--- src/design/rau_pkg.sv ---
// Shared constants, command codes and status types for the rational arithmetic unit.
`default_nettype none

package rau_pkg;

    // Default arithmetic word width and fixed port field widths.
    localparam int WORD_BITS_DEF = 32;
    localparam int FIELD_BITS    = 32;
    localparam int DEN_BITS      = 31;
    localparam int OP_BITS       = 3;
    localparam int STATUS_BITS   = 2;

    // Operation codes.
    localparam logic [OP_BITS-1:0] OP_ADD = 3'd0;
    localparam logic [OP_BITS-1:0] OP_SUB = 3'd1;
    localparam logic [OP_BITS-1:0] OP_MUL = 3'd2;
    localparam logic [OP_BITS-1:0] OP_DIV = 3'd3;
    localparam logic [OP_BITS-1:0] OP_EQ  = 3'd4;
    localparam logic [OP_BITS-1:0] OP_LT  = 3'd5;

    // Result status codes.
    localparam logic [STATUS_BITS-1:0] ST_OK       = 2'd0;
    localparam logic [STATUS_BITS-1:0] ST_ZERO_DEN = 2'd1;
    localparam logic [STATUS_BITS-1:0] ST_DIV_ZERO = 2'd2;
    localparam logic [STATUS_BITS-1:0] ST_OVERFLOW = 2'd3;

    // Commands from the controller to the datapath.
    typedef enum logic [3:0] {
        CMD_NONE,
        CMD_LOAD,
        CMD_START_A,
        CMD_SAVE_A,
        CMD_START_B,
        CMD_SAVE_B,
        CMD_MUL0,
        CMD_MUL1,
        CMD_MUL2,
        CMD_MUL3,
        CMD_COMB,
        CMD_START_R,
        CMD_SAVE_R,
        CMD_FINISH
    } cmd_t;

    // Status from the datapath to the controller.
    typedef struct packed {
        logic zero_den;
        logic need_reduce;
        logic red_done;
    } dp_status_t;

endpackage

`default_nettype wire

--- src/design/rau_ctrl.sv ---
// Controller state machine sequencing the datapath for one transaction at a time.
`default_nettype none

module rau_ctrl (
    input  wire logic                clk,
    input  wire logic                rst_n,
    input  wire logic                s_tvalid,
    output logic                     s_tready,
    output logic                     m_tvalid,
    input  wire logic                m_tready,
    input  wire rau_pkg::dp_status_t dp_status,
    output rau_pkg::cmd_t            cmd
);
    import rau_pkg::*;

    typedef enum logic [3:0] {
        S_IDLE,
        S_CHECK,
        S_WAIT_A,
        S_START_B,
        S_WAIT_B,
        S_MUL0,
        S_MUL1,
        S_MUL2,
        S_MUL3,
        S_COMB,
        S_START_R,
        S_WAIT_R,
        S_DONE
    } state_t;

    state_t state_reg;
    state_t state_next;
    logic   out_valid_reg;
    logic   out_free;

    // The output register can take a new result when empty or being drained.
    assign out_free = !out_valid_reg || m_tready;

    // Next state and the command for the datapath.
    always_comb
    begin
        state_next = state_reg;
        cmd        = CMD_NONE;
        case (state_reg)
            S_IDLE:
            begin
                if (s_tvalid)
                begin
                    cmd        = CMD_LOAD;
                    state_next = S_CHECK;
                end
            end
            S_CHECK:
            begin
                if (dp_status.zero_den)
                begin
                    state_next = S_DONE;
                end
                else
                begin
                    cmd        = CMD_START_A;
                    state_next = S_WAIT_A;
                end
            end
            S_WAIT_A:
            begin
                if (dp_status.red_done)
                begin
                    cmd        = CMD_SAVE_A;
                    state_next = S_START_B;
                end
            end
            S_START_B:
            begin
                cmd        = CMD_START_B;
                state_next = S_WAIT_B;
            end
            S_WAIT_B:
            begin
                if (dp_status.red_done)
                begin
                    cmd        = CMD_SAVE_B;
                    state_next = S_MUL0;
                end
            end
            S_MUL0:
            begin
                cmd        = CMD_MUL0;
                state_next = S_MUL1;
            end
            S_MUL1:
            begin
                cmd        = CMD_MUL1;
                state_next = S_MUL2;
            end
            S_MUL2:
            begin
                cmd        = CMD_MUL2;
                state_next = S_MUL3;
            end
            S_MUL3:
            begin
                cmd        = CMD_MUL3;
                state_next = S_COMB;
            end
            S_COMB:
            begin
                cmd        = CMD_COMB;
                state_next = S_START_R;
            end
            S_START_R:
            begin
                if (dp_status.need_reduce)
                begin
                    cmd        = CMD_START_R;
                    state_next = S_WAIT_R;
                end
                else
                begin
                    state_next = S_DONE;
                end
            end
            S_WAIT_R:
            begin
                if (dp_status.red_done)
                begin
                    cmd        = CMD_SAVE_R;
                    state_next = S_DONE;
                end
            end
            S_DONE:
            begin
                if (out_free)
                begin
                    cmd        = CMD_FINISH;
                    state_next = S_IDLE;
                end
            end
            default:
            begin
                state_next = S_IDLE;
            end
        endcase
    end

    // State and output valid flag.
    always_ff @(posedge clk or negedge rst_n)
    begin
        if (!rst_n)
        begin
            state_reg     <= S_IDLE;
            out_valid_reg <= 1'b0;
        end
        else
        begin
            state_reg <= state_next;
            if (cmd == CMD_FINISH)
            begin
                out_valid_reg <= 1'b1;
            end
            else if (m_tready)
            begin
                out_valid_reg <= 1'b0;
            end
        end
    end

    assign s_tready = (state_reg == S_IDLE);
    assign m_tvalid = out_valid_reg;

endmodule

`default_nettype wire

--- config.mk ---
export PLATFORM = sky130hd
export DESIGN_NAME = rau_ctrl
export DESIGN_NICKNAME = d
export VERILOG_FILES = /design/src/design/rau_pkg.sv /design/src/design/rau_ctrl.sv
export SDC_FILE = /design/constraint.sdc
export NUM_CORES = 1
export LEC_CHECK = 0
export ABC_CLOCK_PERIOD_IN_PS = 2600
export BUFFER_PORTS_ARGS = -buffer_cell sky130_fd_sc_hd__buf_2
export CORE_AREA = 3 3 40 42
export CTS_CLUSTER_SIZE = 12
export DETAILED_ROUTE_END_ITERATION = 7
export DIE_AREA = 0 0 43 45
export PLACE_DENSITY = 0.72
export SLEW_MARGIN = 20
export SYNTH_ARGS = -nofsm -noshare
export SYNTH_HDL_FRONTEND = slang
export SYNTH_SLANG_ARGS = --single-unit
--- constraint.sdc ---
create_clock -name clk -period 2.6 [get_ports clk]
set_clock_uncertainty 0.05 [all_clocks]
set_input_delay 0.52 -clock clk [delete_from_list [all_inputs] [get_ports clk]]
set_output_delay 0.52 -clock clk [all_outputs]
set_load 0.005 [all_outputs]
# Yosys cells after proc, flatten, opt, wreduce, memory -nomap -nowiden
# Cells that the tools add are included.
# word_totals
register_bits	5
latchBits	0
ramBits	0
mem_bits_ro	0
inputBits	7
out_inout_bits	6
wordCells	43
n_memories	0
# op_classes
add_sub_neg	0
mul	0
n_div	0
order_cmp	0
n_eq_ne	18
shift	0
muxes	18
bitwise_logic	0
n_reduce_logical	5
# ops
cell	n
4-bit one-hot mux with 13 select lines	2
4-bit two-way mux	9
4-bit equality test, second input constant	6
4-bit by 3-bit equality test with 1-bit output, second input constant	4
2-bit inequality test, second input constant	5
4-bit by 2-bit equality test with 1-bit output, second input constant	2
3-bit two-way mux	2
5-bit AND reduction	1
4-bit by 1-bit equality test with 1-bit output, second input constant	1
4-bit logical NOT	1
2-bit two-way mux	2
1-bit two-way mux	3
2-bit nonzero test	1
1-bit logical NOT	1
1-bit logical OR	1

# Longest topological paths before layout
# logic_depth
word_depth	6
mapped_depth	6
mapped_depth_nobuf	4

# Worst setup path after synthesis
# OpenSTA, ideal clock, no wires.
# synth_timing
kind	input to output
startpoint	in m_tready
endpoint	out cmd[2]
arrival_ns	1.166
t_required_ns	2.030
path_slack_ns	0.864
path_stages	4
n_path_buf	0
path_cell_list	nor2b_1 > o21a_1 > o21ai_0 > a32o_1
# synth_between
elab_chain_len	3
# synth_lines
element	line_no	text
start: declaration	rau_ctrl.sv:10	input wire logic m_tready,
1-bit logical OR	rau_ctrl.sv:38	assign out_free = !out_valid_reg || m_tready;
4-bit two-way mux	rau_ctrl.sv:134	if (out_free)
4-bit one-hot mux with 13 select lines	rau_ctrl.sv:45	case (state_reg)
end: declaration	rau_ctrl.sv:12	output rau_pkg::cmd_t cmd
# No other way between the ends.

# Worst setup path after layout
# layout_timing
startpoint	reg state_reg[0]
endpoint	out cmd[1]
# layout_between
elab_chain_len	2
word_cells_on_any_way	14
classes_between	12 x eq/ne; 1 x mux; 1 x reduce/logical
# layout_lines
element	line_no	text
start: declaration	rau_ctrl.sv:32	state_t state_reg;
start signal: assignment	rau_ctrl.sv:157	state_reg <= state_next;
4-bit equality test (tied with other cells)	rau_ctrl.sv:45	
4-bit one-hot mux with 13 select lines (*)	rau_ctrl.sv:45	
# Mark *: on every way between the ends. The rest lies on a longest branch, timed or not.

==> results.py <==
metrics = {
    "run_status": {
        "status": "complete, no violations",
    },
    "cells_and_area": {
        "antenna_cells": 0,
        "layout.nets": 87,
        "fin_util_pct": 51.8,
        "finalInstanceArea_um2": 666,
        "layout.cells.non_filler": 94,
        "nFillCells": 133,
        "largest_reg_flops": 4,
        "area_growth_pct": 10.1,
        "layout_common_cells": "buf_2 (12), nand2b_1 (6), o21ai_0 (5), dfrtp_1 (5)",
        "drive_gt1_share_pct": 31.6,
        "final_common_cell": "buf_2",
    },
    "sta": {
        "finalSetupViolations": 0,
        "tightestPinTransition_ps": 605,
        "slew_violations": 0,
        "finalHoldViolCount": 0,
        "final.setup.tns_ps": 0,
        "slew_headroom_pct": 59.7,
        "fmax_mhz": 430,
        "min_period_over_period_pct": 89.5,
        "final.min_clock_period_ps": 2330,
        "rsz0062_at_grt": "false",
    },
    "worst_setup_path": {
        "cp_max_fo": 19,
        "r2r_start": "state_reg[0]",
        "end_kind": "output port",
        "r2r_end": "state_reg[2]",
        "crit_required_ps": 2030,
        "worstPathArrival_ps": 1760,
        "criticalPathCategory": "register to output port",
        "reg2reg_depth": 4,
        "r2r_slack_ps": 780,
        "startpoint": "state_reg[0]",
        "crit_end": "cmd[1]",
        "crit_path_start_kind": "register",
    },
    "power_and_ir_drop": {
        "powerDensity_nw_per_um2": 1320,
        "peakVddDrop_uv": 485,
        "leakagePower_nw": 0.289,
    },
    "clock_network": {
        "clkSinkCount": 5,
        "clk_latency_ps": 240,
        "cts_root_buf": "clkbuf_4",
        "cts_resized": 0,
        "cts_hold_buf": 0,
        "h-tree-depth": 1,
        "cts_tree": "done",
        "cts_buffer_depth": 2,
        "cts_inserted_buffers": 3,
        "cts.clk_slew.worst_paths_ps": 40,
        "post_cts_buffers": 0,
    },
    "yosys": {
        "synth_top_area_share_pct": 20.7,
        "synth-seq-cells": 5,
        "yosys.area.top_type": "dfrtp_1",
        "synthFlopType": "dfrtp_1",
        "yosysUniqueCellTypes": 35,
        "synth_edf_count": 0,
        "synth_fp_nets": 75,
        "async_flop_share_pct": 100,
        "yosysSeqAreaShare_pct": 20.7,
        "synth_area_um2": 604,
        "netlist_instances": 68,
        "synth_area_per_cell_um2": 8.89,
        "ys_warn_count": 0,
        "synth_area_leaders": "dfrtp_1 (21%), nand2b_1 (6.2%), buf_6 (5.6%)",
    },
    "grt": {
        "grt_pass1_wl_um": 2170,
        "grt_usage_pct": 14.6,
        "antenna_found_initial": 0,
        "grt_pass1_vias": 505,
        "grt_overflow": 0,
        "grt_max_degree": 20,
    },
    "die": {
        "die_h_um": 45,
        "num_io_pins": 13,
        "die_w_um": 43,
        "start_util_pct": 47.0,
        "rows": 13,
        "core-area_um2": 1280,
        "dieArea_um2": 1940,
    },
    "route": {
        "vias": 545,
        "drtIter0Drc": 18,
        "drc": 0,
        "vias_per_cell": 5.80,
        "post_drt_wl_per_cell_um": 13.9,
        "firstDrtPassIters": 4,
        "drt_wl_total_um": 1310,
        "ant_nets": 0,
    },
    "placed_design": {
        "port_buffers": 12,
        "dp.cells": 90,
        "gp_congestion": 0.845,
        "dp_hpwl_um": 953,
        "place_area_um2": 639,
    },
    "hold_path": {
        "hold_class": "primary input to async pin",
    },
    "flow_run": {
        "maxCapViolCount": 0,
    },
}
-- kinds of logic (layout without fill, tap and decap cells) --
logic type | count (synthesis) | after routing | share of synthesized area [%]
mux | 5 | 5 | 8.70
simple gates | 22 | 22 | 25.1
buf+inv | 9 | 20 | 11.6
flops | 5 | 5 | 20.7
compound gates | 26 | 26 | 32.5
xor+xnor | 1 | 1 | 1.45
-- power breakdown --
part / internal (mW) / switching [mW] / total, mW
sequential: 0.114 / 0.108 / 0.223
clock: 0.0581 / 0.0327 / 0.0908
combinational: 0.308 / 0.256 / 0.565
total: 0.481 / 0.397 / 0.878
-- worst max-delay path: stages (launching register included) --
cell	delay (ps)
dfrtp_1	720
and2b_1	250
o2bb2ai_1	120
nor2b_1	180
o21bai_1	120
buf_2	120
-- final cells by class --
| type | instances | area, µm² | area share, % |
|---|---|---|---|
| Clock buffer | 4 | 26.3 | 3.95 |
| Inverter | 1 | 3.75 | 0.564 |
| Multi-Input combinational cell | 54 | 409 | 61.5 |
| Sequential cell | 5 | 125 | 18.8 |
| Tap cell | 15 | 18.8 | 2.82 |
| Timing Repair Buffer | 15 | 82.6 | 12.4 |
-- per-stage QoR --
stage                     hold slack, ps  setup slack [ps]  power [mW]
final                               32.0               273       0.878
after global routing                27.4              82.5       0.958
after CTS                           27.7               240       0.886
after detailed placement             290               511       0.789
after global placement               287               508       0.784
after floorplan                      174               864       0.704
-- Yosys cell counts, types with 2 or more instances --
cell and count:
nand2b_1 6, dfrtp_1 5, o21ai_0 5, a21oi_1 4, nor2_1 4, nor2b_1 4, buf_4 3, buf_6 3
mux2i_1 3, o21a_1 3, a221o_1 2, buf_2 2, o2bb2ai_1 2
-- metal layers --
metal	track usage, %	part of all wire [%]	routed length, µm	vias to the layer above
li1	-	-	-	271
met1	20.7	48	625	258
met2	22.5	46	606	16
met3	3.59	6.0	79	0
met4	3.61	0	0	0
met5	0	0	0	-
-- worst min-delay path by stage --
stage,startpoint,end,slack [ps],cells past startpoint
floorplan,rst_n,m_tvalid,170,0
CTS,rst_n,state_reg[0],30,1
global route,rst_n,state_reg[0],30,1
finish,rst_n,state_reg[0],30,1
detailed placement,rst_n,state_reg[3],290,1
global placement,rst_n,m_tvalid,290,1
Note: power is estimated with default switching activity, not from simulation.
